### src/design/bb3_pkg.sv
// shared types, constants and helper functions of the 3x3 box blur
// no dependencies; imported by every module of the block but bb3_ram
`default_nettype none

package bb3_pkg;

    // configuration port
    localparam int CFG_IDX_W    = 2;
    localparam int CFG_DATA_W   = 13;
    localparam int WIDTH_CFG_W  = 12;
    localparam int HEIGHT_CFG_W = 13;

    localparam logic [CFG_IDX_W-1:0] REG_IMAGE_WIDTH  = 2'd0;
    localparam logic [CFG_IDX_W-1:0] REG_IMAGE_HEIGHT = 2'd1;

    localparam int WIDTH_RESET  = 640;
    localparam logic [HEIGHT_CFG_W-1:0] HEIGHT_RESET = 13'd480;
    localparam logic [HEIGHT_CFG_W-1:0] HEIGHT_LIMIT = 13'd4096;

    localparam int DEF_MAX_WIDTH = 2048;

    // pixel and arithmetic widths
    localparam int CH_W    = 8;
    localparam int PIX_W   = 3 * CH_W;
    localparam int SUM_W   = 12;              // 9 * 255 fits
    localparam int CNT_W   = 4;               // up to 9 neighbors
    localparam int NUM_W   = SUM_W + 1;       // 2*sum + count
    localparam int RECIP_W = 20;
    localparam int RECIP_SHIFT = 20;
    localparam int PROD_W  = NUM_W + RECIP_W;

    // input item
    typedef struct packed {
        logic [CH_W-1:0] red_in;
        logic [CH_W-1:0] green_in;
        logic [CH_W-1:0] blue_in;
        logic            is_padding;
    } t_pix_in;

    // result item
    typedef struct packed {
        logic [CH_W-1:0] red_out;
        logic [CH_W-1:0] green_out;
        logic [CH_W-1:0] blue_out;
        logic            last_of_frame;
    } t_pix_out;

    // per-item position flags, made when the item enters
    typedef struct packed {
        logic emit;       // item completes a result
        logic last;       // result belongs to the frame's final pixel
        logic top_off;    // row above the center lies outside the frame
        logic bot_off;    // row below the center lies outside the frame
        logic left_off;   // column left of the center lies outside
        logic right_off;  // column right of the center lies outside
    } t_pos_flags;

    // one column of the neighborhood after the line store
    typedef struct packed {
        logic [PIX_W-1:0] above2;
        logic [PIX_W-1:0] above1;
        logic [PIX_W-1:0] pix;
        t_pos_flags       flags;
    } t_col_item;

    // masked sums of one neighborhood
    typedef struct packed {
        logic [SUM_W-1:0] sum_r;
        logic [SUM_W-1:0] sum_g;
        logic [SUM_W-1:0] sum_b;
        logic [CNT_W-1:0] count;
        logic             last;
    } t_sum_item;

    // ceil(2^RECIP_SHIFT / (2*count)) for every count a neighborhood can have
    function automatic logic [RECIP_W-1:0] bb3_recip(input logic [CNT_W-1:0] count);
        logic [RECIP_W-1:0] m;
        unique case (count)
            4'd1:    m = 20'd524288;
            4'd2:    m = 20'd262144;
            4'd3:    m = 20'd174763;
            4'd4:    m = 20'd131072;
            4'd6:    m = 20'd87382;
            4'd9:    m = 20'd58255;
            default: m = '0;
        endcase
        return m;
    endfunction

endpackage

`default_nettype wire

### src/design/bb3_avg.sv
// rounded average of each channel: (2*sum + count) / (2*count)
// depends on bb3_pkg; division by the neighbor count is a reciprocal multiply
`default_nettype none

module bb3_avg
    import bb3_pkg::*;
(
    input  wire logic      i_clk,
    input  wire logic      i_rst_n,
    input  wire logic      i_valid,
    output logic           o_ready,
    input  wire t_sum_item i_sum,
    output logic           o_valid,
    input  wire logic      i_ready,
    output t_pix_out       o_pix
);

    logic              r_v;
    logic [PROD_W-1:0] r_prod_r;
    logic [PROD_W-1:0] r_prod_g;
    logic [PROD_W-1:0] r_prod_b;
    logic              r_last;

    logic              load;
    logic [RECIP_W-1:0] recip;
    logic [NUM_W-1:0]  num_r;
    logic [NUM_W-1:0]  num_g;
    logic [NUM_W-1:0]  num_b;

    assign o_ready = !r_v || i_ready;
    assign load    = i_valid && o_ready;

    // numerators with the half-up rounding term
    assign recip = bb3_recip(i_sum.count);
    assign num_r = {i_sum.sum_r, 1'b0} + NUM_W'(i_sum.count);
    assign num_g = {i_sum.sum_g, 1'b0} + NUM_W'(i_sum.count);
    assign num_b = {i_sum.sum_b, 1'b0} + NUM_W'(i_sum.count);

    // output register holds the products
    always_ff @(posedge i_clk) begin
        if (!i_rst_n) begin
            r_v <= 1'b0;
        end else if (load) begin
            r_v <= 1'b1;
        end else if (i_ready) begin
            r_v <= 1'b0;
        end
    end

    always_ff @(posedge i_clk) begin
        if (load) begin
            r_prod_r <= PROD_W'(num_r) * PROD_W'(recip);
            r_prod_g <= PROD_W'(num_g) * PROD_W'(recip);
            r_prod_b <= PROD_W'(num_b) * PROD_W'(recip);
            r_last   <= i_sum.last;
        end
    end

    assign o_valid             = r_v;
    assign o_pix.red_out       = r_prod_r[RECIP_SHIFT +: CH_W];
    assign o_pix.green_out     = r_prod_g[RECIP_SHIFT +: CH_W];
    assign o_pix.blue_out      = r_prod_b[RECIP_SHIFT +: CH_W];
    assign o_pix.last_of_frame = r_last;

endmodule

`default_nettype wire

### config.mk
export PLATFORM = sky130hd
export DESIGN_NAME = bb3_avg
export DESIGN_NICKNAME = d
export VERILOG_FILES = /design/src/design/bb3_pkg.sv /design/src/design/bb3_avg.sv
export SDC_FILE = /design/constraint.sdc
export NUM_CORES = 1
export LEC_CHECK = 0
export ABC_AREA = 0
export BUFFER_PORTS_ARGS = -buffer_cell sky130_fd_sc_hd__buf_2
export CORE_MARGIN = 1.5
export CORE_UTILIZATION = 30
export CTS_BUF_LIST = sky130_fd_sc_hd__clkbuf_8
export DETAILED_ROUTE_END_ITERATION = 12
export GPL_ROUTABILITY_DRIVEN = 1
export GPL_TIMING_DRIVEN = 0
export PLACE_DENSITY = 0.41
export SETUP_SLACK_MARGIN = 0.3
export SYNTH_ARGS = -nofsm -noshare
export SYNTH_HDL_FRONTEND = slang
export SYNTH_SLANG_ARGS = --single-unit
### constraint.sdc
create_clock -name i_clk -period 10.39 [get_ports i_clk]
set_input_delay 2.078 -clock i_clk [delete_from_list [all_inputs] [get_ports i_clk]]
set_output_delay 2.078 -clock i_clk [all_outputs]
set_load 0.01 [all_outputs]
==> Word-level counts from Yosys, hierarchy flattened <==
Cells that the tools add are included.
{ "totals": {"elab_cells": 24, "output_inout_bits": 27, "inputBits": 45, "register_bits": 86} }
{ "op_classes": {"n_mux": 3, "eq_ne": 6, "multipliers": 3, "n_addsub": 3, "reduce_logical": 4} }
{ "ops": {"columns": ["op", "count"], "rows": [
  ["20-bit one-hot mux with 6 select lines", 1],
  ["13-bit by 20-bit multiplier with 28-bit output", 3],
  ["13-bit by 4-bit adder with 13-bit output", 3],
  ["4-bit by 2-bit equality test with 1-bit output, second input constant", 2],
  ["4-bit by 3-bit equality test with 1-bit output, second input constant", 2],
  ["4-bit by 1-bit equality test with 1-bit output, second input constant", 1],
  ["4-bit equality test, second input constant", 1],
  ["1-bit two-way mux", 2],
  ["2-bit nonzero test", 1],
  ["1-bit logical AND", 1],
  ["1-bit logical NOT", 1],
  ["1-bit logical OR", 1]
]} }

==> Depth between registers and ports, before layout <==
Gate-level depths: netlist of run 1.
{ "logic_depth": {"depth_word": 4, "depth_mapped": 26, "ltp_nobuf": 26} }

==> Least setup slack after synthesis of run 1 <==
Ideal clock, no wire load.
{ "synth_path": {"path_kind": "input -> register", "startpoint": "input port i_sum[2] (netlist name)", "endpoint": "register r_prod_b[27], data pin", "setup_slack_ns": 2.229, "arrival_ns": 7.899, "cell_stages": 23, "n_path_buf": 2, "required_time_ns": 10.128, "setup_time_ns": 0.262, "cell_sequence": "buf_2 -> xnor2_1 -> nor2_1 -> clkinv_1 -> clkbuf_1 -> nor2_1 -> fa_1 -> inv_1 -> fa_1 -> fa_1 -> inv_1 -> fa_1 -> inv_1 -> fa_1 -> inv_1 -> ha_1 -> a21o_1 -> a221o_1 -> a221oi_2 -> o311a_4 -> nor2_2 -> a2111oi_4 -> xnor2_1"} }
{ "synth_via": {"elab_chain_len": 3, "elab_cells_between_ends": 9, "classes_between": "1 x add/sub; 1 x mul; 6 x eq/ne; 1 x mux"} }
{ "synth_lines": {"columns": ["element", "line_no", "rtl"], "rows": [
  ["start, declared", "bb3_avg.sv:12", "input wire t_sum_item i_sum,"],
  ["parallel branches: the longest is 2 deep, another holds 13-bit by 4-bit adder with 13-bit output", null, null],
  ["13-bit by 20-bit multiplier with 28-bit output *", "bb3_avg.sv:54", "r_prod_b <= PROD_W'(num_b) * PROD_W'(recip);"],
  ["end signal, assigned", "bb3_avg.sv:54", null],
  ["end, declared", "bb3_avg.sv:21", "logic [PROD_W-1:0] r_prod_b;"]
]} }
Every way passes the cells marked *.
A chain may end at the register's enable or synchronous reset.

==> Worst setup path after layout of run 1 <==
{ "layout_path": {"startpoint": "input port i_sum[2] (netlist name)", "endpoint": "register r_prod_r[26], data pin"} }
{ "layout_via": {"elab_chain_len": 3, "elab_cells_between_ends": 9, "classes_between": "1 x add/sub; 1 x mul; 6 x eq/ne; 1 x mux"} }
{ "layout_lines": {"columns": ["element", "line_no", "rtl"], "rows": [
  ["parallel branches: the longest is 2 deep, another holds 13-bit by 4-bit adder with 13-bit output", null, null],
  ["13-bit by 20-bit multiplier with 28-bit output *", "bb3_avg.sv:52", "r_prod_r <= PROD_W'(num_r) * PROD_W'(recip);"],
  ["end signal, assigned", "bb3_avg.sv:52", null],
  ["end, declared", "bb3_avg.sv:19", "logic [PROD_W-1:0] r_prod_r;"]
]} }
Marked as above.

==> results.toml, run 1 <==
[global_routing]
grt-ovfl-total = 0
grt_max_degree = 26
grt_pass1_wl_um = 83000
antenna_found_initial = 1
grt_pass1_vias = 13900
grt_use_total_pct = 18.0

[sta]
whs_ps = 534
final.min_clock_period_ps = 9770
slew_headroom_pct = 33.4
post-route-period-util_pct = 94.0
drv_slew = 0
max_freq_mhz = 102
rsz0062_at_grt = "yes"
fin_skew_ps = 31.6
hold_violations = 0
finalSetupViolCount = 0
worst_pin_slew_ps = 998
setup_tns_ps = 0

[synthesis]
synth_area_um2 = 18300
synth_common_cells = "inv_1 (750), fa_1 (452), ha_1 (172), nand2_1 (139), nor2_1 (125)"
ys_warn_count = 0
synth_edf_count = 25
synthDominantCellAreaShare_pct = 49.6
synth_top_area_cell = "fa_1"
ys_top_cells_by_area = "fa_1 (50%), inv_1 (15%), ha_1 (12%), edfxtp_1 (4.1%), xnor2_1 (2.9%)"
syn_inst = 2022
yosys_register_bits = 26
synth-async-reset-ratio_pct = 0
ys_types = 65
syn_area_per_cell_um2 = 9.03
yosysMostFrequentCell = "inv_1"
ys_seq_area_share_pct = 4.22
synth_top_flop_cell = "edfxtp_1"

[route]
vias_per_cell = 4.38
wirelength_um = 53900
wl_per_cell_um = 18.6
ant_nets = 0
drt_iter0_markers = 613
route.vias.total = 12700
detail_route.first_pass.iterations = 5
drc = 0

[cts]
clkSinkCount = 26
clockBufferDepth = 2
cts-root-buf = "clkbuf_8"
tritoncts = "built"
ctsHoldBuffers = 0
htreeDepth = 1
insertion_delay_ps = 350
cts_buffers = 3
path_clk_slew_ps = 160

[setup_path]
critPathLaunch = "i_sum[2]"
critPathCaptureType = "register"
required_ps = 10520
arrival_ps = 9890
critPathMaxFanout = 10
critPathLaunchType = "input pin"
worstReg2RegStart = "o_valid"
path_class = "input pin to register"

[finish]
final_nets = 2780
drive_above_1_share_pct = 5.40
fill_cells = 6359
area_delta_synth_final_pct = 8.27
num_antenna_cells = 0
final_core_utilization_pct = 32.8
design_area_um2 = 19800

[pwr]
power.density_nw_per_um2 = 79.9
switching_share_pct = 54.3
switchingPower_uw = 858
power_frac_comb_pct = 82.7
power.leakage_nw = 10.7
power_frac_clock_pct = 6.9
seqPwrFrac_pct = 10.4
vdd_drop_max_uv = 70.8
p_int_uw = 721

[place]
placed_cell_area_um2 = 19600
dp_hpwl_um = 49000
numPortBuffers = 71
gp_congestion = 0.894

[job]
maxCapViolCount = 0

[run_status]
status = "complete, no violations"

[die]
core_um2 = 60200
start_util_pct = 30.3
die-area_um2 = 62300
chipHeight_um = 250
top_level_ports = 72
dieWidth_um = 250
rows = 90

[min_path]
hold_class = "register to register"
worstHoldStart = "o_valid"
[worst paths after layout]
| check | endpoint | slack (ps) | cells after the start |
|---|---|---|---|
| min reg2reg | o_valid | 530 | 2 |
| min | o_valid | 530 | 2 |
| max reg2reg | r_prod_b[20] | 8840 | 2 |
| max | r_prod_r[26] | 620 | 25 |
[logic make-up (layout without fill, tap and decap cells)]
| family | Yosys count | in the layout | share of synthesized area (%) |
|---|---|---|---|
| xor+xnor | 92 | 92 | 4.41 |
| compound gates | 122 | 122 | 4.61 |
| buf+inv | 775 | 853 | 16.0 |
| flops | 26 | 26 | 4.22 |
| other cells | 2 | 12 | 0.0411 |
| fa+ha+maj | 624 | 624 | 61.4 |
| simple gates | 381 | 381 | 9.39 |
[power by group through the flow]
stage	combinational, mW	sequential, mW	clock [mW]
floorplan	0.920	0.182	0
global placement	1.32	0.167	0
detailed placement	1.32	0.167	0
CTS	1.34	0.165	0.119
global route	1.52	0.167	0.119
finish	1.31	0.165	0.108
[placed cells by master, fill, tap and decap left out, drive strengths merged, types with 3 or more instances in the layout]
master / netlist / routed
nor2b: 8 / 8
o21ai: 26 / 26
a21o: 21 / 21
nand3b: 3 / 3
ha: 172 / 172
and4: 3 / 3
o211ai: 3 / 3
fa: 452 / 452
o221ai: 3 / 3
nand2: 139 / 139
xnor2: 61 / 61
clkbuf: 19 / 22
conb: 2 / 12
o21bai: 3 / 3
xor2: 31 / 31
nor3b: 4 / 4
or2: 10 / 10
and3: 4 / 4
o22ai: 4 / 4
nor3: 13 / 13
o21a: 3 / 3
and2: 17 / 17
a211oi: 4 / 4
nand2b: 13 / 13
a21oi: 32 / 32
inv: 750 / 750
nor2: 126 / 126
nor4: 7 / 7
buf: 5 / 77
nand3: 20 / 20
edfxtp: 25 / 25
nand4: 9 / 9
[repair_timing]
action / 4_1_cts / 5_1_grt
gates resized for setup: 4 / 12
setup endpoints to repair: 14 / 4
setup buffers: 0 / 2
endpoints found under the hold margin: 0 / 0
[metal layers]
metal | share of wire [%] | GRT usage (%) | vias up | routed length, um
met3 | 4.0 | 1.85 | 22 | 2140
met1 | 48 | 26.4 | 6472 | 26000
met2 | 47 | 29.4 | 239 | 25300
li1 | - | - | 5948 | -
met4 | 0.83 | 1.97 | 0 | 446
met5 | 0 | 0 | - | 0
[through the flow]
stage               setup WS, ps  total power, mW  cells
floorplan                   2230             1.10   2032
global placement            -777             1.49   2885
detailed placement          -863             1.49   2885
CTS                          304             1.62   2889
global route                 298             1.81   2892
finish                       625             1.58   2892
[state kept, by name (all words and copies together) (netlist names)]
name,count
o_valid,1
r_last,1
r_prod_b,8
r_prod_g,8
r_prod_r,8
[worst max-delay path: stages]
cell and delay [ps]:
buf_2 170, buf_2 180, nor2b_1 160, nand3b_1 470, nand2_1 380, nor2_1 690
clkbuf_1 700, nor2_1 170, fa_1 580, inv_1 50, fa_1 430, fa_1 600
inv_1 70, fa_1 470, inv_1 50, fa_1 470, inv_1 40, ha_1 300
nand3_1 130, nor4_1 500, nand4_1 180, o22ai_2 330, o221ai_1 330, o21bai_1 240
xor2_1 90
[area by class of cell]
| class | count | area [um2] | area share (%) |
|---|---|---|---|
| timing repair buffer | 74 | 385 | 1.95 |
| clock buffer | 3 | 41.3 | 0.209 |
| multi-input combinational | 1231 | 14600 | 74.0 |
| buffer | 24 | 115 | 0.582 |
| inverter | 751 | 2820 | 14.3 |
| clock inverter | 1 | 30.0 | 0.152 |
| sequential | 26 | 771 | 3.90 |
| tap | 782 | 978 | 4.95 |
No activity file was read; power rests on OpenSTA's default activity.
==> run 2: changes to the inputs <==
--- a/config.mk
+++ b/config.mk
@@ -6,14 +6,13 @@
 export NUM_CORES = 1
 export LEC_CHECK = 0
 export ABC_AREA = 0
-export BUFFER_PORTS_ARGS = -buffer_cell sky130_fd_sc_hd__buf_2
-export CORE_MARGIN = 1.5
-export CORE_UTILIZATION = 30
+export CORE_UTILIZATION = 69
 export CTS_BUF_LIST = sky130_fd_sc_hd__clkbuf_8
 export DETAILED_ROUTE_END_ITERATION = 12
+export DONT_BUFFER_PORTS = 1
 export GPL_ROUTABILITY_DRIVEN = 1
 export GPL_TIMING_DRIVEN = 0
-export PLACE_DENSITY = 0.41
+export PLACE_DENSITY = 0.81
 export SETUP_SLACK_MARGIN = 0.3
 export SYNTH_ARGS = -nofsm -noshare
 export SYNTH_HDL_FRONTEND = slang
==> run 2 against run 1 <==
Net effect:
- combinational power is 5% lower
- sequential share of layout area up 0.20 points
- sequential power increased by 11%
- critical path type unchanged
- critical endpoint unchanged
==> results.toml, run 2 (same netlist as run 1, synthesis figures left out) <==
[run_status]
status = "complete, no violations"

[global_routing]
grt_max_degree = 19
grt-ovfl-total = 0
antenna_found_initial = 1
grt_pass1_vias = 14100
grt_use_total_pct = 37.8
grt_pass1_wl_um = 74100

[pwr]
seqPwrFrac_pct = 12.1
vdd_drop_max_uv = 110
switching_share_pct = 54.8
power_frac_clock_pct = 5.8
power_frac_comb_pct = 82.1
p_int_uw = 687
power.density_nw_per_um2 = 80.7
switchingPower_uw = 832
power.leakage_nw = 10.4

[cts]
cts_buffers = 3
htreeDepth = 1
path_clk_slew_ps = 140
insertion_delay_ps = 320
cts-root-buf = "clkbuf_8"
clockBufferDepth = 2
clkSinkCount = 26
ctsHoldBuffers = 0
cts_setup_buffers = 0
tritoncts = "built"
post_cts_resized = 0

[setup_path]
slowest_stage = "nor2_1"
r2r_setup_slack_ps = 8660
critPathLaunchType = "input pin"
crit_end = "r_prod_r[26]"
worstReg2RegStart = "o_valid"
critPathMaxFanout = 10
crit_cells = 24
slowest_delay_ps = 620
worstReg2RegEnd = "r_prod_b[20]"
arrival_ps = 9730
critPathLaunch = "i_sum[2]"
path_class = "input pin to register"
path_delay_family = "adder cells"
path_cells = "buf_2, nand3b_1, inv_1, nor2_1, clkbuf_2, clkbuf_2, nor2_1, fa_1, inv_1, fa_1, inv_1, fa_1, fa_1, inv_1, fa_1, inv_1, ha_1, nand3_1, nor4_1, nand4_1, o22ai_1, o221ai_1, o21bai_1, xor2_1"
critPathCaptureType = "register"
required_ps = 10480
reg2regPathDepth = 3
path_buf_inv = 8

[route]
wirelength_um = 47200
ant_nets = 0
drc = 0
wl_per_cell_um = 19.9
drt_iter0_markers = 1045
detail_route.first_pass.iterations = 6
vias_per_cell = 5.52
route.vias.total = 13100

[finish]
reg_top3 = "r_prod_b x8, r_prod_g x8, r_prod_r x8"
multiInputGateArea_um2 = 14600
area_delta_synth_final_pct = 3.04
final_core_utilization_pct = 72.4
fill_cells = 2017
mostFrequentLayoutCells = "inv_1 (750), fa_1 (452), ha_1 (172), nand2_1 (139), nor2_1 (122)"
regArea_um2 = 771
final_common_cell = "inv_1"
drive_above_1_share_pct = 1.72
layoutNonFillerInstCount = 2374
final_nets = 2707

[sta]
post-route-period-util_pct = 92.8
setup_tns_ps = 0
fin_skew_ps = 3.77
slew_headroom_pct = 17.0
drv_slew = 0
finalSetupViolCount = 0
whs_ps = 660
worst_pin_slew_ps = 1250
final.min_clock_period_ps = 9640
hold_violations = 0
rsz0062_at_grt = "no"
max_freq_mhz = 104

[place]
gp_congestion = 0.975
dp_cells = 2368
numPortBuffers = 0
dp_hpwl_um = 42600

[die]
top_level_ports = 72
start_util_pct = 70.3
chipHeight_um = 165
rows = 59
core_um2 = 26000
dieWidth_um = 165
die-area_um2 = 27100

[min_path]
hold_class = "register to register"

[job]
maxCapViolCount = 0
## run 2: worst min path at each step
stage                 start  endpoint  slack [ps]  cells past startpoint
global route        o_valid   o_valid         720                      2
global placement    o_valid   o_valid         630                      2
finish              o_valid   o_valid         660                      2
floorplan           o_valid   o_valid         610                      2
detailed placement  o_valid   o_valid         650                      2
CTS                 o_valid   o_valid         670                      2
## run 2: final cells by class
| type | count | share of cell area [%] |
|---|---|---|
| Multi-Input combinational cell | 1231 | 77.7 |
| Sequential cell | 26 | 4.10 |
| Antenna cell | 2 | 0.0266 |
| Clock buffer | 4 | 0.293 |
| Buffer | 24 | 0.525 |
| Tap cell | 335 | 2.23 |
| Timing Repair Buffer | 1 | 0.146 |
| Inverter | 751 | 15.0 |
## run 2: worst reg2reg max path: cells and delay by family (launching register included)
kind	cells	cell delay, ps
buffers and inverters	1	240
DFF	1	370
and+or+nand+nor	2	840
## run 2: power by group through the flow
stage	Sequential, mW	Clock [mW]	Combinational (mW)
floorplan	0.182	0	0.920
global placement	0.186	0	1.18
detailed placement	0.185	0	1.24
CTS	0.184	0.0892	1.25
global route	0.188	0.0900	1.44
finish	0.183	0.0886	1.25
## run 2: routing by layer
metal,vias to the layer above,share of wire [%],track usage (%)
met5,-,0,0
met4,0,3.8,12.8
met3,114,11,11.2
met2,630,46,59.7
met1,6543,39,50.2
li1,5808,-,-
## run 2: through the flow
step / instance area, um2 / worst slack (ps) / power (mW)
3_3_place_gp: 18700 / 84.4 / 1.37
3_5_place_dp: 18700 / 119 / 1.42
4_1_cts: 18800 / 472 / 1.52
5_1_grt: 18800 / 452 / 1.72
2_1_floorplan: 18300 / 2230 / 1.10
6_report: 18800 / 750 / 1.52
