**config.mk**
```make
export PLATFORM = sky130hd
export DESIGN_NAME = bb3_window
export DESIGN_NICKNAME = d
export VERILOG_FILES = /design/src/design/bb3_pkg.sv /design/src/design/bb3_window.sv
export SDC_FILE = /design/constraint.sdc
export NUM_CORES = 1
export LEC_CHECK = 0
export ABC_CLOCK_PERIOD_IN_PS = 12900
export BUFFER_PORTS_ARGS = -buffer_cell sky130_fd_sc_hd__clkbuf_2
export CAP_MARGIN = 15
export CORE_MARGIN = 2
export CORE_UTILIZATION = 25
export CTS_CLUSTER_SIZE = 20
export DETAILED_ROUTE_END_ITERATION = 12
export PLACE_DENSITY = 0.43
export SYNTH_ARGS = -nofsm -noshare
export SYNTH_HDL_FRONTEND = slang
export SYNTH_SLANG_ARGS = --single-unit
```
**constraint.sdc**
```tcl
create_clock -name i_clk -period 12.9 [get_ports i_clk]
set_input_delay 0 -clock i_clk [delete_from_list [all_inputs] [get_ports i_clk]]
set_output_delay 0 -clock i_clk [all_outputs]
set_load 0.03 [all_outputs]
```
**src/design/bb3_pkg.sv**
```systemverilog
// shared types, constants and helper functions of the 3x3 box blur
// no dependencies; imported by every module of the block but bb3_ram
`default_nettype none

package bb3_pkg;

    // configuration port
    localparam int CFG_IDX_W    = 2;
    localparam int CFG_DATA_W   = 13;
    localparam int WIDTH_CFG_W  = 12;
    localparam int HEIGHT_CFG_W = 13;

    localparam logic [CFG_IDX_W-1:0] REG_IMAGE_WIDTH  = 2'd0;
    localparam logic [CFG_IDX_W-1:0] REG_IMAGE_HEIGHT = 2'd1;

    localparam int WIDTH_RESET  = 640;
    localparam logic [HEIGHT_CFG_W-1:0] HEIGHT_RESET = 13'd480;
    localparam logic [HEIGHT_CFG_W-1:0] HEIGHT_LIMIT = 13'd4096;

    localparam int DEF_MAX_WIDTH = 2048;

    // pixel and arithmetic widths
    localparam int CH_W    = 8;
    localparam int PIX_W   = 3 * CH_W;
    localparam int SUM_W   = 12;              // 9 * 255 fits
    localparam int CNT_W   = 4;               // up to 9 neighbors
    localparam int NUM_W   = SUM_W + 1;       // 2*sum + count
    localparam int RECIP_W = 20;
    localparam int RECIP_SHIFT = 20;
    localparam int PROD_W  = NUM_W + RECIP_W;

    // input item
    typedef struct packed {
        logic [CH_W-1:0] red_in;
        logic [CH_W-1:0] green_in;
        logic [CH_W-1:0] blue_in;
        logic            is_padding;
    } t_pix_in;

    // result item
    typedef struct packed {
        logic [CH_W-1:0] red_out;
        logic [CH_W-1:0] green_out;
        logic [CH_W-1:0] blue_out;
        logic            last_of_frame;
    } t_pix_out;

    // per-item position flags, made when the item enters
    typedef struct packed {
        logic emit;       // item completes a result
        logic last;       // result belongs to the frame's final pixel
        logic top_off;    // row above the center lies outside the frame
        logic bot_off;    // row below the center lies outside the frame
        logic left_off;   // column left of the center lies outside
        logic right_off;  // column right of the center lies outside
    } t_pos_flags;

    // one column of the neighborhood after the line store
    typedef struct packed {
        logic [PIX_W-1:0] above2;
        logic [PIX_W-1:0] above1;
        logic [PIX_W-1:0] pix;
        t_pos_flags       flags;
    } t_col_item;

    // masked sums of one neighborhood
    typedef struct packed {
        logic [SUM_W-1:0] sum_r;
        logic [SUM_W-1:0] sum_g;
        logic [SUM_W-1:0] sum_b;
        logic [CNT_W-1:0] count;
        logic             last;
    } t_sum_item;

    // ceil(2^RECIP_SHIFT / (2*count)) for every count a neighborhood can have
    function automatic logic [RECIP_W-1:0] bb3_recip(input logic [CNT_W-1:0] count);
        logic [RECIP_W-1:0] m;
        unique case (count)
            4'd1:    m = 20'd524288;
            4'd2:    m = 20'd262144;
            4'd3:    m = 20'd174763;
            4'd4:    m = 20'd131072;
            4'd6:    m = 20'd87382;
            4'd9:    m = 20'd58255;
            default: m = '0;
        endcase
        return m;
    endfunction

endpackage

`default_nettype wire

```
**src/design/bb3_window.sv**
```systemverilog
// 3x3 window and masked neighborhood sums of the box blur
// depends on bb3_pkg; drops items that complete no result
`default_nettype none

module bb3_window
    import bb3_pkg::*;
(
    input  wire logic      i_clk,
    input  wire logic      i_rst_n,
    input  wire logic      i_valid,
    output logic           o_ready,
    input  wire t_col_item i_col,
    output logic           o_valid,
    input  wire logic      i_ready,
    output t_sum_item      o_sum
);

    logic [PIX_W-1:0] r_win [9];
    logic             r2_v;
    t_pos_flags       r2_flags;
    logic             r3_v;
    t_sum_item        r3_item;

    logic             en3;
    logic             s2_leave;
    logic             load2;
    logic [2:0]       row_in;
    logic [2:0]       col_in;
    logic [1:0]       nrows;
    logic [1:0]       ncols;
    t_sum_item        sum_now;

    assign en3      = !r3_v || i_ready;
    assign s2_leave = !r2_flags.emit || en3;
    assign o_ready  = !r2_v || s2_leave;
    assign load2    = i_valid && o_ready;

    // window shifts left by one column per item; newest column on the right
    always_ff @(posedge i_clk) begin
        if (load2) begin
            for (int k = 0; k < 3; k++) begin
                r_win[k*3]   <= r_win[k*3+1];
                r_win[k*3+1] <= r_win[k*3+2];
            end
            r_win[2] <= i_col.above2;
            r_win[5] <= i_col.above1;
            r_win[8] <= i_col.pix;
            r2_flags <= i_col.flags;
        end
    end

    always_ff @(posedge i_clk) begin
        if (!i_rst_n) begin
            r2_v <= 1'b0;
        end else if (load2) begin
            r2_v <= 1'b1;
        end else if (s2_leave) begin
            r2_v <= 1'b0;
        end
    end

    // masked sums over the neighbors that lie inside the frame
    always_comb begin
        row_in = {!r2_flags.bot_off, 1'b1, !r2_flags.top_off};
        col_in = {!r2_flags.right_off, 1'b1, !r2_flags.left_off};
        sum_now.sum_r = '0;
        sum_now.sum_g = '0;
        sum_now.sum_b = '0;
        for (int k = 0; k < 3; k++) begin
            for (int m = 0; m < 3; m++) begin
                if (row_in[k] && col_in[m]) begin
                    sum_now.sum_r = sum_now.sum_r + SUM_W'(r_win[k*3+m][3*CH_W-1:2*CH_W]);
                    sum_now.sum_g = sum_now.sum_g + SUM_W'(r_win[k*3+m][2*CH_W-1:CH_W]);
                    sum_now.sum_b = sum_now.sum_b + SUM_W'(r_win[k*3+m][CH_W-1:0]);
                end
            end
        end
        nrows = 2'(row_in[0]) + 2'(row_in[1]) + 2'(row_in[2]);
        ncols = 2'(col_in[0]) + 2'(col_in[1]) + 2'(col_in[2]);
        sum_now.count = CNT_W'(nrows) * CNT_W'(ncols);
        sum_now.last  = r2_flags.last;
    end

    // sum register
    always_ff @(posedge i_clk) begin
        if (!i_rst_n) begin
            r3_v <= 1'b0;
        end else if (r2_v && r2_flags.emit && en3) begin
            r3_v <= 1'b1;
        end else if (i_ready) begin
            r3_v <= 1'b0;
        end
    end

    always_ff @(posedge i_clk) begin
        if (r2_v && r2_flags.emit && en3) begin
            r3_item <= sum_now;
        end
    end

    assign o_valid = r3_v;
    assign o_sum   = r3_item;

endmodule

`default_nettype wire

```
# Word-level counts from Yosys, hierarchy flattened
# Memory sizes are Yosys's and may differ from the RTL's.
# Index checks and enable logic that the tools add are counted.
# totals
mem_bits_rw	216
mem_bits_ro	0
latchBits	0
inputBits	82
word_cells	76
out_inout_bits	43
regBits	49
mem_count	1
# memory_table
name	depth	width	rd	rd_ports_with_merged_regs	wr	line_no	source
r_win	9	24	9	0	9	bb3_window.sv:18	logic [PIX_W-1:0] r_win [9];
# op_classes
add_sub_neg	28
n_eq_ne	0
muxes	14
bitwise	0
shift	0
n_lt_le_gt_ge	0
n_reduce_logical	19
div_mod_pow	0
n_mul	1
# op_table
operator	n
$add 12x8->12	24
$mux 36	7
$mux 32	1
$logic_and 1x1->1	7
$logic_not 1->1	7
$mux 1	6
$add 1x1->2 const B	2
$add 2x1->2	2
$mul 2x2->4	1
$reduce_bool 2->1	2
$logic_or 1x1->1	3

# Logic depth before layout (Yosys ltp)
# Gate-level depths: netlist (run 1).
# logic_depth
ltp_word	18
ltp_mapped	50
ltp_nobuf	49

# Worst setup path before layout (run 1)
# Ideal clock, no wire load.
# synth_path
path_kind	reg2reg
from	register r2_flags[5] in the netlist's numbering
to	register r2_flags[0] in the netlist's numbering, enable pin
setup_time_ns	0.937
period_less_slack_ns	13.325
arrival_time_ns	12.388
n_path_buf	0
required_ns	11.963
setup_slack_ns	-0.425
stages_incl_launch_ff	2
cell_sequence	edfxtp_1 > a31oi_1
# synth_between
elab_chain_len	4
# synth_lines
item	line_no	source
from (decl)	bb3_window.sv:20	t_pos_flags r2_flags;
from (signal assigned)	bb3_window.sv:48	r2_flags <= i_col.flags;
$logic_not 1->1	bb3_window.sv:34	assign s2_leave = !r2_flags.emit || en3;
$logic_or 1x1->1	bb3_window.sv:34	
$logic_or 1x1->1	bb3_window.sv:35	assign o_ready = !r2_v || s2_leave;
$logic_and 1x1->1	bb3_window.sv:36	assign load2 = i_valid && o_ready;
via load2	bb3_window.sv:26	logic load2;
# The timed path passes the listed nets, and every way through them passes these cells.
# A chain may end at the register's enable or synchronous reset.

==> results by stage, run 1 <==
CTS:
- The root buffer selected by CTS is clkbuf_16.
- The clock net sink count is 265.
- The later pin in the worst-skew pair is clocked with a latency of 590 ps.
- Clock-pin slew was measured on the worst setup and hold paths at 60 ps.
- TritonCTS built the clock tree.
- No sink is reached through more buffers than the 3 on the longest clock path.
- The number of clock buffers added by TritonCTS is 31.
- Once the clock tree was built, the setup fixing pass inserted 0 buffers.
- The maximum level of the CTS H-tree is 1.

Routing:
- The average via count per standard cell is 4.54.
- The overall via count from detail_route is 13754.
- The number of optimization iterations in the first detailed-route pass is 5.
- The remaining antenna violation count after routing is 0.
- For this run, design rule violations remaining after detail routing come to 0.
- After detailed routing, the average wire length per cell comes to 15.0 um.
- After the first detailed-routing iteration, the DRC count stood at 645.
- After detailed routing, the total wire length is 45.6 mm.

STA:
- The count of endpoints failing hold in the final timing report came to 0.
- The final sum of negative setup slack is 0 ps.
- For the pin with the worst max-slew slack, the measured transition is 898 ps.
- The setup violation total in the final timing report is 0.
- Setup repair after global routing left no endpoint under its margin.
- The worst path in the final design needs a cycle of 10010 ps, including I/O delays and setup.
- The worst pin sits at a relative slew slack of 40.1%.
- The number of pins exceeding their max-slew limit in the final report is 0.
- The fmax is 0.0999 GHz.
- The ratio of final minimum period to clock period is 77.6%.
- The clock tree skew after final layout is 14.6 ps.

Critical path:
- The class of the most critical setup path is register to register.
- Counting stages on the worst path, the most repeated cell is ha_1.
- The worst register-to-register path ends at o_sum[16]$_DFFE_PP_.
- The kind of cell adding the most delay to the critical path is compound AO/OA/AOI/OAI gates.
- The worst path arrival time is 10350 ps.
- For the worst flop-to-flop path, the logic depth is 42.
- The worst register-to-register path has a setup slack of 2890 ps.
- The largest individual stage delay along the critical path comes from the cell o41ai_1.
- The sort of element at the start of the critical path is a register.
- The highest fanout seen on the critical path is 10.
- For this run, the slowest stage of the critical path takes 500 ps.
- The number of buffers and inverters on the critical path is 2.
- At the worst endpoint, the required time is 13240 ps.
- In this run the critical register-to-register path is launched from r2_flags[3]$_DFFE_PP_.
- The critical path endpoint category is a register.

Power:
- The static leakage is 8.99 nW.
- Power spread over the standard cell area amounts to 169 mW/mm2.
- IR analysis of the VDD net gives a maximum drop of 0.000102 V.

Final layout:
- The synthesis-to-finish area growth is 19.3%.
- The fraction of layout cells with a size suffix above 1 is 11.0%.
- The number of antenna diodes in the final layout is 0.
- The fill cell total of the finished layout is 7582.
- Excluding fillers, the count of instances in the completed layout stands at 3029.
- The net count of the finished layout is 2339.

Job:
- Across the run, the number of max-cap violations was 0.

Yosys:
- By area the synthesized netlist is led by edfxtp_1 (42%), ha_1 (13%), xnor2_1 (4.3%), a21oi_1 (4.2%), nor2_1 (4.1%).
- The synthesized netlist occupies a cell area of 0.0187 mm2.
- Counting flops and latches in the post-synthesis netlist gives 265.
- Counting flops with a built-in enable in the synthesized netlist gives 263.
- The area fraction of the dominant cell type after synthesis is 42.3%.
- The number of nets in the synthesized netlist is 2126.
- After synthesis, the share of flip-flops with an asynchronous set or reset is 0%.
- The number of synthesis warnings is 0.
- The number of different library cells used by synthesis comes to 79.
- Each instance of the synthesized netlist takes up on average 10.2 um2.
- The leading cell type by number of instances after synthesis is edfxtp_1.
- The most used flip-flop cell after synthesis is edfxtp_1.
- The sequential element share of the synthesized area is 42.5%.
- After synthesis, the most frequently instantiated cells are edfxtp_1 (263), nor2_1 (202), ha_1 (194), a21oi_1 (158), inv_1 (137).
- Of all cell types, the one taking the most synthesized area is edfxtp_1.
- The instance count of the mapped netlist is 1826.

Placement:
- The routability congestion estimate from global placement is 0.806.
- The number of input and output port buffers inserted is 124.
- The post-placement cell count is 2893.
- The detailed-placement wirelength estimate is 33.9 mm.

Global route:
- The number of global-route vias before repair came to 14226.
- The initial antenna violation count was 0.
- The combined global-route utilization of all metal layers is 11.7%.
- The largest net degree at the start of global routing is 66.
- The global route total overflow is 0.
- The first-pass GRT wire length is 73.5 mm.

Floorplan:
- The number of placement rows is 100.
- Once the floorplan was initialized, standard cells occupied 25.2% of the core.
- From bottom edge to top edge, the die measures 277 um.
- The core region is 0.0742 mm2.
- The die covers 0.0769 mm2.
- The die is 277 um wide.
- During I/O placement, the number of pins put on the boundary was 125.

Run status:
- The run finished with clean final reports.

Worst hold path:
- The cell depth of the worst hold path is 2.
- The worst hold path belongs to the class input port to register.
- The startpoint identified for the worst hold timing path is i_col[7].
- The path with the worst hold slack has its endpoint at r_win[0][193]$_DFFE_PP_.
power by group:
| part | internal [mW] | total (mW) | leakage [nW] | switching (mW) |
|---|---|---|---|---|
| sequential | 1.04 | 1.07 | 2.57 | 0.0315 |
| combinational | 0.778 | 1.82 | 5.96 | 1.04 |
| clock | 0.498 | 0.867 | 0.459 | 0.369 |
stage by stage:
stage	hold WS, ps	setup WS [ps]	area (um2)	power [mW]	utilization [%]
2_1_floorplan	98.9	4150	18700	2.52	-
3_3_place_gp	178	3260	20500	2.84	27.6
3_5_place_dp	179	2980	20500	2.88	27.6
4_1_cts	85.2	2910	22300	3.81	30.0
5_1_grt	103	2130	22300	4.09	30.0
6_report	130	2890	22300	3.76	30.0
metal layers:
metal | up-vias | wire length [um] | track usage [%]
met1 | 6448 | 22100 | 15.6
li1 | 7069 | - | -
met4 | 0 | 1000 | 3.50
met3 | 58 | 1530 | 1.61
met2 | 179 | 21000 | 19.8
met5 | - | 0 | 0
worst reg2reg max path: cells and delay by family (launching register included):
kind / cells / cell delay (ps)
compound gates: 16 / 3670
xor+xnor: 3 / 440
fa+ha+maj: 9 / 2740
buf+inv: 2 / 130
flops: 1 / 410
mux: 2 / 590
simple gates: 10 / 1770
worst max path at each step:
stage                                from             endpoint  depth (start not counted)
CTS                 r2_flags[3]$_DFFE_PP_  o_sum[16]$_DFFE_PP_                         42
finish              r2_flags[3]$_DFFE_PP_  o_sum[16]$_DFFE_PP_                         42
detailed placement  r2_flags[3]$_DFFE_PP_  o_sum[16]$_DFFE_PP_                         42
global route        r2_flags[3]$_DFFE_PP_  o_sum[16]$_DFFE_PP_                         42
global placement    r2_flags[3]$_DFFE_PP_  o_sum[16]$_DFFE_PP_                         40
floorplan           r2_flags[3]$_DFFE_PP_  o_sum[40]$_DFFE_PP_                         48
state kept, by name, summed over array words and instances, names as in the netlist:
signal	flops
o_valid	1
r2_v	1
r2_flags	6
o_sum	41
r_win	216
kinds of logic after synthesis:
kind of cell / synth area share, %
buffers and inverters: 3.59
AO/OA/AOI/OAI: 17.9
multiplexers: 1.66
AND/OR/NAND/NOR: 12.0
flip-flops: 42.5
XOR/XNOR: 6.75
adder cells (fa/ha/maj): 15.6
cells in the final DEF (no fill, tap or decap), drive strengths merged, types with 8 or more instances in the layout:
master         n
nand3         18
mux2          15
o21a          28
o31a           8
o31ai         18
o21bai        19
o21ai        133
inv          138
or3           14
fa            24
buf           15
and2          29
nand2b        23
or2            8
edfxtp       263
a21oi        159
ha           194
xor2          41
mux2i         14
xnor2         96
clkbuf       164
nand2         76
nor2b         46
nor3          26
dlygate4sd3   82
a21boi        13
a21o          49
nor2         203
clkinv         8
a211oi        38
o41ai          8
final cells by class:
class	count	area [um2]	area share, %
Clock buffer	40	810	3.64
Clock inverter	14	148	0.663
Inverter	137	514	2.31
Multi-Input combinational cell	1383	10100	45.3
Sequential cell	265	7940	35.6
Tap cell	969	1210	5.44
Timing Repair Buffer	221	1550	6.98
what timing repair did:
item	CTS	global route
resized for setup	0	0
endpoints found under the hold margin	88	0
hold buffers	82	0
setup endpoints to repair	0	0
Note: power is estimated with default switching activity, not from simulation.
==> run 2, diff against run 1 <==
- ABC_CLOCK_PERIOD_IN_PS: 12900 -> 8000
- clock period: 12.9 -> 8 ns (I/O delays scaled with it)
==> run 2 against run 1 <==
  * The run now ends with setup timing left
  * Sequential cell count is the same
  * Final cell count grew 17%
  * Sequential share of layout area shrank 7.9 points
  * Wire length grew 15%
  * First-iteration DRC count shrank 16%
  * Combinational power grew to 2.9 times the previous value
  * Core utilization grew 8.6 points
  * Critical path type unchanged
==> results by stage, run 2 (same netlist as run 1, synthesis figures left out) <==
Run status:
- The flow ran to the end, but the final reports show violations.
- The checks that failed: setup timing.

Critical path:
- The worst path arrival time is 8890 ps.
- In this run the worst path has a maximum fanout of 3.
- STA classifies the critical path endpoint as a register.
- The most common cell type on the critical path is a21oi_2.
- The class of the most critical setup path is register to register.
- The sort of element at the start of the critical path is a register.
- The setup check on the worst reg-to-reg path leaves a slack of -590 ps.
- The data required time at the worst endpoint is 8290 ps.
- The largest stage delay on the critical path is 570 ps.
- On the critical path, the stage with the largest delay is an instance of fa_2.

Placement:
- The post-placement cell count is 3246.
- The area after detailed placement is 0.0234 mm2.
- The detailed-placement wirelength estimate is 36.3 mm.
- The number of input and output port buffers inserted is 124.
- At the end of routability-driven placement, the weighted congestion stood at 0.801.

CTS:
- TritonCTS created 37 clock buffers.
- The clock net sink count is 265.
- The clock slew at the register clock pins of the worst setup and hold paths is 60 ps.
- The maximum level of the CTS H-tree is 2.
- In this run the clock root is driven by a clkbuf_16.
- TritonCTS built the clock tree.
- The clock reaches the later pin of the worst-skew pair after 550 ps.
- The number of buffers on the longest clock path is 3.

Routing:
- Using the TritonRoute via totals, the vias-per-cell ratio works out to 4.48.
- The first routing iteration left 543 violations.
- The first TritonRoute pass finished after 5 iterations.
- Across all layers, the routed design uses 15834 vias.
- The final layout contains routed wiring with a total length of 52.5 mm.
- After detailed routing, the average wire length per cell comes to 14.8 um.
- After detailed routing, the number of remaining DRC violations is 0.
- The remaining antenna violation count after routing is 0.

Final layout:
- Fill cells in the final layout number 7220.
- The fraction of layout cells with a size suffix above 1 is 43.1%.
- The net count of the finished layout is 2835.
- More flip-flops sit in one register than any other, and that register is r_win.
- The top cell types in the final layout, fill and taps aside, are buf_4 (487), edfxtp_1 (263), nor2_1 (165).
- The end-of-flow core utilization is 38.6%.
- The area growth from synthesis to layout is 53.3%.
- The finished layout cell area is 0.0286 mm2.
- The register with the most flip-flops in the layout has 216 of them.
- The count of placed standard cells in the final layout, fillers left out is 3533.
- The antenna cell count is 0.
- Leaving out fill and tap cells, the most frequent cell in the layout is buf_4.

Global route:
- After global routing the overflow that remains totals 0.
- The first-pass GRT wire length is 82.7 mm.
- The initial antenna violation count is 0.
- The largest net degree at the start of global routing is 127.
- The combined global-route utilization of all metal layers is 13.2%.
- The number of global-route vias before repair is 16399.

Floorplan:
- The initial standard-cell utilization of the core is 25.2%.
- The floorplan has 100 rows.
- The total core area is 0.0742 mm2.
- 125 I/O pins were placed.
- The floorplan die height is 277 um.
- The die area is 0.0769 mm2.
- The die span in x is 277 um.

STA:
- The setup violation total in the final timing report is 18.
- In the final timing run, aggregate negative setup slack is -6400 ps.
- Setup repair after global routing could not meet its margin everywhere.
- The clock tree skew after final layout is 16.5 ps.
- At the pin with the least slew margin, the transition time is 957 ps.
- The count of endpoints failing hold in the final timing report is 0.
- The number of pins exceeding their max-slew limit in the final report was 0.
- The relative max-transition margin is 36.2%.
- The post-route minimum period is 8590 ps.
- In the finished design, the share of the clock period the worst path needs comes to 107%.
- Static timing analysis puts the maximum clock frequency at 0.116 GHz.
- The worst setup slack after layout is -594 ps.

Power:
- The static leakage is 12.0 nW.
- The total design power is 8.70 mW.
- The portion of total power attributed to combinational logic is 61.5%.
- The design internal power is 5.54 mW.
- For this design the ratio of total power to cell area is 304 mW/mm2.
- The portion of total power attributed to sequential cells is 19.9%.
- The highest ir drop seen on vdd is 0.000123 V.
- Summed over all nets, the switching power comes to 3.16 mW.
- The clock power share is 18.7%.
- The switching share of power is 36.3%.

Job:
- The max-capacitance violation count is 0.

Worst hold path:
- The worst hold path belongs to the class input port to register.
-- run 2: cell types whose count changed in the layout (fill, tap and decap cells not counted), sizes merged --
cell,delta
buf,+491
clkinv,+10
clkbuf,+4
bufinv,-1
clkinvlp,+1
dlygate4sd3,-1
-- run 2: critical path: cells and delay by family (launching register included) --
kind	cells	cell delay (ps)
AND/OR/NAND/NOR	11	1260
multiplexers	1	290
AO/OA/AOI/OAI	16	2330
flip-flops	1	420
buffers and inverters	7	800
adder cells (fa/ha/maj)	9	2730
XOR/XNOR	4	490
-- run 2: what timing repair did --
| item | in CTS | in global routing |
|---|---|---|
| setup endpoints to repair | 23 | 25 |
| pin swaps | 159 | 214 |
| buffers inserted | 97 | 54 |
| endpoints found under the hold margin | 80 | 0 |
| hold buffers | 81 | 0 |
| resized for setup | 250 | 252 |
-- run 2: area by class of cell --
type / instances / area [um2] / share of cell area [%]
flip-flops and latches: 265 / 7940 / 27.7
multi-input cells: 1383 / 12400 / 43.5
well taps: 969 / 1210 / 4.24
inverters: 137 / 517 / 1.81
clock buffers: 44 / 995 / 3.48
repair buffers: 711 / 5340 / 18.6
clock inverters: 24 / 179 / 0.625
-- run 2: per-stage QoR --
stage / hold WS [ps] / setup slack, ps
finish: 157 / -594
global route: 137 / -1040
CTS: 112 / -624
detailed placement: 179 / -1200
global placement: 177 / -1090
floorplan: 98.9 / -218
-- run 2: final timing paths --
| check | start | end | cells after the start |
|---|---|---|---|
| max reg2reg | r2_flags[1]$_DFFE_PP_ | o_sum[16]$_DFFE_PP_ | 48 |
| max | r2_flags[1]$_DFFE_PP_ | o_sum[16]$_DFFE_PP_ | 48 |
| min | i_valid | r_win[0][212]$_DFFE_PP_ | 4 |
| min reg2reg | r2_flags[4]$_DFFE_PP_ | o_sum[0]$_DFFE_PP_ | 0 |
-- run 2: power by group through the flow --
stage          registers [mW]  clock network [mW]  logic, mW
2_1_floorplan            1.79                   0       2.34
3_3_place_gp             1.75                   0       3.77
3_5_place_dp             1.75                   0       3.84
4_1_cts                  1.72                1.70       4.58
5_1_grt                  1.74                1.73       5.87
6_report                 1.73                1.62       5.35
-- run 2: per-layer routing --
layer / GRT usage (%) / share of wire, % / up-vias
li1: - / - / 8074
met2: 22.3 / 47 / 193
met3: 1.99 / 3.0 / 82
met4: 4.54 / 2.9 / 0
met1: 17.1 / 47 / 7485
met5: 0 / 0 / -
